$ cat config.mk
export PLATFORM = sky130hd
export DESIGN_NAME = perlin_noise_3d
export DESIGN_NICKNAME = d
export VERILOG_FILES = /design/src/rtl/core/pn3_pkg.sv /design/src/rtl/core/perlin_noise_3d.sv /design/src/rtl/core/pn3_perm_mem.sv /design/src/rtl/core/pn3_mul.sv
export SDC_FILE = /design/constraint.sdc
export NUM_CORES = 2
export LEC_CHECK = 0
export ABC_AREA = 0
export ABC_CLOCK_PERIOD_IN_PS = 12400
export BUFFER_PORTS_ARGS = -buffer_cell sky130_fd_sc_hd__buf_2
export CORE_MARGIN = 4
export CORE_UTILIZATION = 59
export CTS_BUF_LIST = sky130_fd_sc_hd__clkbuf_8
export CTS_CLUSTER_DIAMETER = 40
export DETAILED_ROUTE_END_ITERATION = 10
export PLACE_DENSITY = 0.86
export SETUP_SLACK_MARGIN = 0.2
export SYNTH_ARGS = -nofsm -noshare
export SYNTH_HDL_FRONTEND = slang
export SYNTH_HIERARCHICAL = 1
export SYNTH_SLANG_ARGS = --single-unit
$ cat constraint.sdc
create_clock -name clk_i -period 12.4 [get_ports clk_i]
set_input_delay 1.24 -clock clk_i [delete_from_list [all_inputs] [get_ports clk_i]]
set_output_delay 1.24 -clock clk_i [all_outputs]
set_load 0.005 [all_outputs]
$ cat src/rtl/core/pn3_pkg.sv
// pn3_pkg: shared types and constants for the 3D Perlin noise evaluator.
// No dependencies.
`timescale 1ns / 1ps
package pn3_pkg;

  // Sequencer states
  typedef enum logic [2:0] {
    ST_IDLE,
    ST_READ,
    ST_FADE_MUL,
    ST_FADE_ACC,
    ST_LERP_MUL,
    ST_LERP_ACC,
    ST_DONE
  } pn3_state_e;

  // Request operation codes
  localparam logic OP_WRITE = 1'b0;
  localparam logic OP_EVAL  = 1'b1;

  // Gradient selection codes
  localparam logic [3:0] GRAD_A_Y_FROM = 4'd8;
  localparam logic [3:0] GRAD_B_Z_FROM = 4'd4;
  localparam logic [3:0] GRAD_B_X_LO   = 4'd12;
  localparam logic [3:0] GRAD_B_X_HI   = 4'd14;

  // Table read schedule
  localparam logic [3:0] RD_LAST = 4'd14;

  // Output range
  localparam int OUT_W   = 18;
  localparam int OUT_MAX = 131071;
  localparam int OUT_MIN = -131072;

endpackage

$ cat src/rtl/core/perlin_noise_3d.sv
// perlin_noise_3d: improved 3D Perlin noise, Q16.16 in, saturated Q2.16 out.
// Sequence: a table write completes while idle; an evaluation, once accepted, makes 14
// table reads through the registered read port, then 12 fade multiplies and 7 lerps as
// multiply and accumulate steps on one shared multiplier, then holds its result until taken.
// Throughput: writes back to back; an evaluation holds the block until its result is taken.
// Reset: rst_ni (async, low) clears the sequencer; the table is undefined until written.
// Depends on pn3_pkg, pn3_perm_mem, pn3_mul.
`timescale 1ns / 1ps
module perlin_noise_3d #(
  parameter int FRAC_BITS = 16
) (
  input  logic        clk_i,
  input  logic        rst_ni,
  input  logic        in_valid_i,
  output logic        in_ready_o,
  input  logic        operation_i,
  input  logic [31:0] coord_x_i,
  input  logic [31:0] coord_y_i,
  input  logic [31:0] coord_z_i,
  input  logic [7:0]  table_index_i,
  input  logic [7:0]  table_value_i,
  output logic        out_valid_o,
  input  logic        out_ready_i,
  output logic signed [pn3_pkg::OUT_W-1:0] noise_value_o
);

  import pn3_pkg::*;

  localparam int F  = FRAC_BITS;
  localparam int AW = F + 5;          // multiplier signed operand
  localparam int BW = F + 1;          // multiplier unsigned operand
  localparam int PW = AW + BW + 1;    // product
  localparam int GW = F + 3;          // gradient
  localparam int VW = F + 4;          // lerp values
  localparam int MW = F + 4;          // fade intermediate
  localparam int SW = (VW > OUT_W) ? VW : OUT_W;

  localparam logic [BW-1:0] ONE_B   = BW'(1) << F;
  localparam logic [PW-1:0] HALF_P  = PW'(1) << (F - 1);
  localparam logic [PW-1:0] TEN_SQ  = PW'(10) << (2 * F);
  localparam logic [AW-1:0] FIFT_S  = AW'(15) << F;

  pn3_state_e state_q, state_d;

  logic [3:0]   rd_cnt_q;
  logic [1:0]   axis_q;
  logic [1:0]   iter_q;
  logic [2:0]   lerp_q;
  logic [F-1:0] fx_q, fy_q, fz_q;
  logic [7:0]   ix_q, iy_q, iz_q;
  logic [7:0]   a_q, b_q, aa_q, ab_q, ba_q, bb_q;
  logic [3:0]   hash_q [8];
  logic [MW-1:0] m_q;
  logic [BW-1:0] fade_q [3];
  logic signed [VW-1:0] res_q [4];
  logic signed [OUT_W-1:0] noise_q;

  logic        in_acc;
  logic [7:0]  rd_addr;
  logic [7:0]  rd_data;
  logic [3:0]  rd_idx;
  logic [2:0]  hk;

  logic signed [AW-1:0] mul_a;
  logic        [BW-1:0] mul_b;
  logic signed [PW-1:0] prod;

  logic [F-1:0]         t_sel;
  logic signed [PW-1:0] fade_sum;
  logic [MW-1:0]        m_new;

  logic signed [GW-1:0] ox0, ox1, oy, oz;
  logic signed [GW-1:0] g_lo, g_hi;
  logic signed [VW-1:0] op_a, op_b, diff, lerp_res;
  logic        [BW-1:0] op_w;
  logic signed [PW-1:0] lerp_rnd;
  logic signed [SW-1:0] res_ext;

  // Gradient: signed sum of two corner offsets picked by the hash
  function automatic logic signed [GW-1:0] grad(
    input logic [3:0] h,
    input logic signed [GW-1:0] x,
    input logic signed [GW-1:0] y,
    input logic signed [GW-1:0] z
  );
    logic signed [GW-1:0] a;
    logic signed [GW-1:0] b;
    a = (h < GRAD_A_Y_FROM) ? x : y;
    if (h < GRAD_B_Z_FROM) begin
      b = y;
    end else if (h == GRAD_B_X_LO || h == GRAD_B_X_HI) begin
      b = x;
    end else begin
      b = z;
    end
    return (h[0] ? -a : a) + (h[1] ? -b : b);
  endfunction

  assign in_ready_o  = (state_q == ST_IDLE);
  assign out_valid_o = (state_q == ST_DONE);
  assign in_acc      = in_valid_i & in_ready_o;
  assign noise_value_o = noise_q;

  // Permutation table
  pn3_perm_mem u_mem (
    .clk_i   (clk_i),
    .we_i    (in_acc && (operation_i == OP_WRITE)),
    .waddr_i (table_index_i),
    .wdata_i (table_value_i),
    .raddr_i (rd_addr),
    .rdata_o (rd_data)
  );

  // Shared multiplier
  pn3_mul #(.AW(AW), .BW(BW)) u_mul (
    .clk_i  (clk_i),
    .a_i    (mul_a),
    .b_i    (mul_b),
    .prod_o (prod)
  );

  // Table read address schedule
  always_comb begin
    case (rd_cnt_q)
      4'd0:    rd_addr = ix_q;
      4'd1:    rd_addr = ix_q + 8'd1;
      4'd2:    rd_addr = a_q;
      4'd3:    rd_addr = a_q + 8'd1;
      4'd4:    rd_addr = b_q;
      4'd5:    rd_addr = b_q + 8'd1;
      4'd6:    rd_addr = aa_q;
      4'd7:    rd_addr = aa_q + 8'd1;
      4'd8:    rd_addr = ab_q;
      4'd9:    rd_addr = ab_q + 8'd1;
      4'd10:   rd_addr = ba_q;
      4'd11:   rd_addr = ba_q + 8'd1;
      4'd12:   rd_addr = bb_q;
      4'd13:   rd_addr = bb_q + 8'd1;
      default: rd_addr = ix_q;
    endcase
  end

  assign rd_idx = rd_cnt_q - 4'd1;
  assign hk     = 3'(rd_idx - 4'd6);

  // Fade datapath
  always_comb begin
    case (axis_q)
      2'd0:    t_sel = fx_q;
      2'd1:    t_sel = fy_q;
      default: t_sel = fz_q;
    endcase
    fade_sum = prod + $signed(HALF_P) + ((iter_q == 2'd0) ? $signed(TEN_SQ) : '0);
    m_new    = fade_sum[F +: MW];
  end

  // Lerp operand selection
  always_comb begin
    ox0  = GW'(fx_q);
    ox1  = GW'(fx_q) - GW'(ONE_B);
    oy   = lerp_q[0] ? (GW'(fy_q) - GW'(ONE_B)) : GW'(fy_q);
    oz   = lerp_q[1] ? (GW'(fz_q) - GW'(ONE_B)) : GW'(fz_q);
    g_lo = grad(hash_q[0], ox0, oy, oz);
    g_hi = grad(hash_q[1], ox1, oy, oz);
    case (lerp_q)
      3'd4: begin
        op_a = res_q[0];
        op_b = res_q[1];
        op_w = fade_q[1];
      end
      3'd5: begin
        op_a = res_q[1];
        op_b = res_q[2];
        op_w = fade_q[1];
      end
      3'd6: begin
        op_a = res_q[2];
        op_b = res_q[3];
        op_w = fade_q[2];
      end
      default: begin
        op_a = {{(VW-GW){g_lo[GW-1]}}, g_lo};
        op_b = {{(VW-GW){g_hi[GW-1]}}, g_hi};
        op_w = fade_q[0];
      end
    endcase
    diff     = op_b - op_a;
    lerp_rnd = prod + $signed(HALF_P);
    lerp_res = op_a + $signed(lerp_rnd[F +: VW]);
    res_ext  = {{(SW-VW){lerp_res[VW-1]}}, lerp_res};
  end

  // Multiplier operands
  always_comb begin
    if (state_q == ST_LERP_MUL) begin
      mul_a = {diff[VW-1], diff};
      mul_b = op_w;
    end else if (iter_q == 2'd0) begin
      mul_a = $signed(AW'(t_sel) * AW'(6)) - $signed(FIFT_S);
      mul_b = BW'(t_sel);
    end else begin
      mul_a = AW'(m_q);
      mul_b = BW'(t_sel);
    end
  end

  // Next state
  always_comb begin
    state_d = state_q;
    unique case (state_q)
      ST_IDLE: begin
        if (in_acc && (operation_i == OP_EVAL)) begin
          state_d = ST_READ;
        end
      end
      ST_READ: begin
        if (rd_cnt_q == RD_LAST) begin
          state_d = ST_FADE_MUL;
        end
      end
      ST_FADE_MUL: state_d = ST_FADE_ACC;
      ST_FADE_ACC: begin
        if (iter_q == 2'd3 && axis_q == 2'd2) begin
          state_d = ST_LERP_MUL;
        end else begin
          state_d = ST_FADE_MUL;
        end
      end
      ST_LERP_MUL: state_d = ST_LERP_ACC;
      ST_LERP_ACC: begin
        if (lerp_q == 3'd6) begin
          state_d = ST_DONE;
        end else begin
          state_d = ST_LERP_MUL;
        end
      end
      ST_DONE: begin
        if (out_ready_i) begin
          state_d = ST_IDLE;
        end
      end
      default: state_d = ST_IDLE;
    endcase
  end

  // State register and counters
  always_ff @(posedge clk_i or negedge rst_ni) begin
    if (!rst_ni) begin
      state_q  <= ST_IDLE;
      rd_cnt_q <= '0;
      axis_q   <= '0;
      iter_q   <= '0;
      lerp_q   <= '0;
    end else begin
      state_q <= state_d;
      if (state_q == ST_IDLE) begin
        rd_cnt_q <= '0;
        axis_q   <= '0;
        iter_q   <= '0;
        lerp_q   <= '0;
      end
      if (state_q == ST_READ) begin
        rd_cnt_q <= rd_cnt_q + 4'd1;
      end
      if (state_q == ST_FADE_ACC) begin
        iter_q <= iter_q + 2'd1;
        if (iter_q == 2'd3) begin
          axis_q <= axis_q + 2'd1;
        end
      end
      if (state_q == ST_LERP_ACC) begin
        lerp_q <= lerp_q + 3'd1;
      end
    end
  end

  // Datapath registers
  always_ff @(posedge clk_i) begin
    if (in_acc && (operation_i == OP_EVAL)) begin
      fx_q <= coord_x_i[F-1:0];
      fy_q <= coord_y_i[F-1:0];
      fz_q <= coord_z_i[F-1:0];
      ix_q <= coord_x_i[F +: 8];
      iy_q <= coord_y_i[F +: 8];
      iz_q <= coord_z_i[F +: 8];
    end
    // capture hashes from the previous read
    if (state_q == ST_READ && rd_cnt_q != 4'd0) begin
      case (rd_idx)
        4'd0:    a_q  <= rd_data + iy_q;
        4'd1:    b_q  <= rd_data + iy_q;
        4'd2:    aa_q <= rd_data + iz_q;
        4'd3:    ab_q <= rd_data + iz_q;
        4'd4:    ba_q <= rd_data + iz_q;
        4'd5:    bb_q <= rd_data + iz_q;
        default: hash_q[{hk[0], hk[1], hk[2]}] <= rd_data[3:0];
      endcase
    end
    // fade iteration
    if (state_q == ST_FADE_ACC) begin
      m_q <= m_new;
      if (iter_q == 2'd3) begin
        fade_q[axis_q] <= (m_new > MW'(ONE_B)) ? ONE_B : BW'(m_new);
      end
    end
    // lerp result shifts in at the top
    if (state_q == ST_LERP_ACC) begin
      res_q[0] <= res_q[1];
      res_q[1] <= res_q[2];
      res_q[2] <= res_q[3];
      res_q[3] <= lerp_res;
      if (lerp_q < 3'd4) begin
        for (int n = 0; n < 6; n++) begin
          hash_q[n] <= hash_q[n+2];
        end
      end
      if (lerp_q == 3'd6) begin
        if (res_ext > $signed(SW'(OUT_MAX))) begin
          noise_q <= OUT_W'(OUT_MAX);
        end else if (res_ext < $signed(SW'(OUT_MIN))) begin
          noise_q <= OUT_W'(OUT_MIN);
        end else begin
          noise_q <= res_ext[OUT_W-1:0];
        end
      end
    end
  end

`ifndef SYNTH
  a_ready_excl: assert property (@(posedge clk_i) disable iff (!rst_ni)
    !(in_ready_o && out_valid_o))
    else $error("ready and result valid at once");
  a_eval_starts: assert property (@(posedge clk_i) disable iff (!rst_ni)
    (in_acc && operation_i == OP_EVAL) |=> (state_q == ST_READ && rd_cnt_q == 4'd0))
    else $error("evaluation did not start reading");
  a_write_stays: assert property (@(posedge clk_i) disable iff (!rst_ni)
    (in_acc && operation_i == OP_WRITE) |=> (state_q == ST_IDLE))
    else $error("table write left idle");
  a_rd_range: assert property (@(posedge clk_i) disable iff (!rst_ni)
    (state_q == ST_READ) |-> (rd_cnt_q <= RD_LAST))
    else $error("read counter overrun");
  a_lerp_range: assert property (@(posedge clk_i) disable iff (!rst_ni)
    (state_q == ST_LERP_MUL || state_q == ST_LERP_ACC) |-> (lerp_q <= 3'd6))
    else $error("lerp counter overrun");
`endif

endmodule

$ cat src/rtl/core/pn3_perm_mem.sv
// pn3_perm_mem: 256 x 8 permutation table, one write port, one registered read port.
// No dependencies.
`timescale 1ns / 1ps
module pn3_perm_mem (
  input  logic       clk_i,
  input  logic       we_i,
  input  logic [7:0] waddr_i,
  input  logic [7:0] wdata_i,
  input  logic [7:0] raddr_i,
  output logic [7:0] rdata_o
);

  logic [7:0] mem_q [256];
  logic [7:0] rdata_q;

  // Write port
  always_ff @(posedge clk_i) begin
    if (we_i) begin
      mem_q[waddr_i] <= wdata_i;
    end
  end

  // Registered read port
  always_ff @(posedge clk_i) begin
    rdata_q <= mem_q[raddr_i];
  end

  assign rdata_o = rdata_q;

endmodule

$ cat src/rtl/core/pn3_mul.sv
// pn3_mul: shared signed x unsigned multiplier with registered product.
// No dependencies.
`timescale 1ns / 1ps
module pn3_mul #(
  parameter int AW = 21,
  parameter int BW = 17
) (
  input  logic                     clk_i,
  input  logic signed [AW-1:0]     a_i,
  input  logic        [BW-1:0]     b_i,
  output logic signed [AW+BW:0]    prod_o
);

  logic signed [AW+BW:0] prod_q;

  // One product per cycle, result next cycle
  always_ff @(posedge clk_i) begin
    prod_q <= a_i * $signed({1'b0, b_i});
  end

  assign prod_o = prod_q;

endmodule
==> impl_metrics.toml <==
[status]
status = "finished clean"

[global_route]
overflow = 0
grt_pass1_wl_mm = 470
grtUsageTotal_pct = 31.0
grt_pass1_vias = 72600
grt_max_degree = 171
antenna_found_initial = 21

[floorplanning]
die-area_mm2 = 0.203
initial_core_util_pct = 59.3
num_rows = 162
io_pins = 137
core_mm2 = 0.195
dieHeight_um = 451
fp.dieW_um = 451

[routing]
drt_wl_total_mm = 316
vias = 71900
viasPerCell = 6.70
route.detailed.drc = 0
drt_iter0_drc = 11400
first_pass_iters = 7
wl_per_cell_um = 29.4
antenna_left = 0

[sta]
fin_skew_ns = 0.103
setup_viol_count_final = 0
final-hold-violation-count = 0
worst_pin_slew_ns = 1.41
layout_min_cycle_time_ns = 11.75
max_freq_mhz = 85.1
holdWs_ns = 0.143
relSlewSlack_pct = 5.39
slew_viol_final = 0
rsz0062_at_grt = "no"
post-route-period-util_pct = 94.8
final.setup.tns_ns = 0

[clock_network]
htree_levels = 5
holdBufCountCts = 0
cts_tree = "done"
clkTransAtPathRegs_ns = 0.06
cts-root-buf = "clkbuf_8"
cts_inserted_buffers = 391
insertion_delay_ns = 1.07
cts.path.max_buffers = 4
cts.sinks = 2412

[worst_setup_path]
worstPathRequired_ns = 13.33
cp_slowest_cell = "fa_1"
critPathArrivalTime_ns = 12.68
regToRegStartpoint = "hash_q[0][2]"
worstSetupStartpointType = "flop"
worst_setup_path_end_kind = "flop"
timing.rr.end = "u_mul/prod_o[32]"
crit_buf_inv = 9
crit_type = "flop to flop"
cpMostUsedCell = "fa_1"
timing.critical_path.max_delay_family = "adder cells"
critPathMaxStageDelay_ns = 0.53
reg2reg_depth = 49
critPathMaxFanout = 17
ff2ff_setup_slack_ns = 0.65

[final_layout]
syn_to_final_growth_pct = 9.22
final_area_mm2 = 0.126
drive_gt1_share_pct = 17.0
final_nets = 8495

[run]
maxCapViolCount = 0

[synth]
syn-cell-area_mm2 = 0.116
yosys_warnings = 6
synthCells = 7548
syn_nets = 8229
syn_area_per_cell_um2 = 15.3

[placement]
gp_congestion = 0.970
dp_hpwl_mm = 198
place_area_mm2 = 0.119
port_buffers = 112

[worst_hold_path]
min_path_type = "input port to async pin"
## metrics by stage
stage / util, % / cells / setup slack, ns
finish: 64.8 / 10700 / 0.647
global route: 64.8 / 10700 / 0.121
CTS: 64.7 / 10700 / 0.262
detailed placement: 61.0 / 10000 / 0.317
global placement: 61.0 / 10000 / 0.403
floorplan: - / 7548 / 0.493
## routing by layer
layer / vias to the layer above / global-route usage [%] / routed length (um)
met5: - / 0 / 128
met2: 5962 / 48.9 / 149000
li1: 29100 / - / -
met4: 12 / 16.9 / 22200
met1: 35500 / 39.1 / 104000
met3: 1372 / 8.77 / 41000
## what timing repair did
action / in CTS / in global routing
setup endpoints to repair: 0 / 12
setup buffers: 0 / 7
resized for setup: 0 / 33
## area by class of cell
class                      instances  area [um^2]
sequential                      2412        72100
clock inverter                   289         1600
fill                           12400        68600
multi-input combinational       4161        39600
antenna                           14         35.0
timing repair buffer             291         2080
inverter                         557         2090
tap                             2624         3280
clock buffer                     397         5460
## worst max path at each step
| stage | from | end | slack (ns) | cells after the start |
|---|---|---|---|---|
| floorplan | hash_q[1][3] | u_mul/prod_o[33] | 0.49 | 52 |
| CTS | hash_q[0][2] | u_mul/prod_o[32] | 0.26 | 46 |
| global route | hash_q[0][2] | u_mul/prod_o[35] | 0.12 | 50 |
| global placement | hash_q[0][2] | u_mul/prod_o[32] | 0.40 | 52 |
| detailed placement | hash_q[0][2] | u_mul/prod_o[32] | 0.32 | 46 |
| finish | hash_q[0][2] | u_mul/prod_o[32] | 0.65 | 49 |
## cell usage in the layout (no fill, tap or decap), types with 21 or more instances in the layout
master / instances
a211oi_1: 76
a21o_1: 39
a21oi_1: 292
a21oi_2: 22
a22o_1: 49
a22oi_1: 168
a31oi_1: 32
and2_1: 176
and3_1: 23
buf_2: 104
buf_4: 169
clkbuf_8: 405
clkinv_1: 90
clkinv_2: 56
dfxtp_1: 29
edfxtp_1: 2369
fa_1: 350
ha_1: 212
inv_1: 659
mux2i_1: 211
mux4_2: 454
nand2_1: 513
nand2b_1: 26
nand3_1: 60
nand4_1: 31
nor2_1: 429
nor2b_1: 84
nor3_1: 75
nor4_1: 28
o211ai_1: 21
o21ai_0: 126
o21ai_1: 37
o21bai_1: 25
o221ai_1: 51
o22ai_1: 41
xnor2_1: 120
xor2_1: 78
## flip-flops by register name, indices dropped and copies added, names as in the netlist, 16 cells and up
name / count
hash_q: 32
fy_q: 16
m_q: 20
u_mem/mem_q: 2048
noise_value_o: 18
res_q: 80
u_mul/prod_o: 21
fade_q: 51
fz_q: 16
fx_q: 16
Power is not shown: default switching activity piles up to over one toggle a cycle in this logic, so the estimate is an artifact.
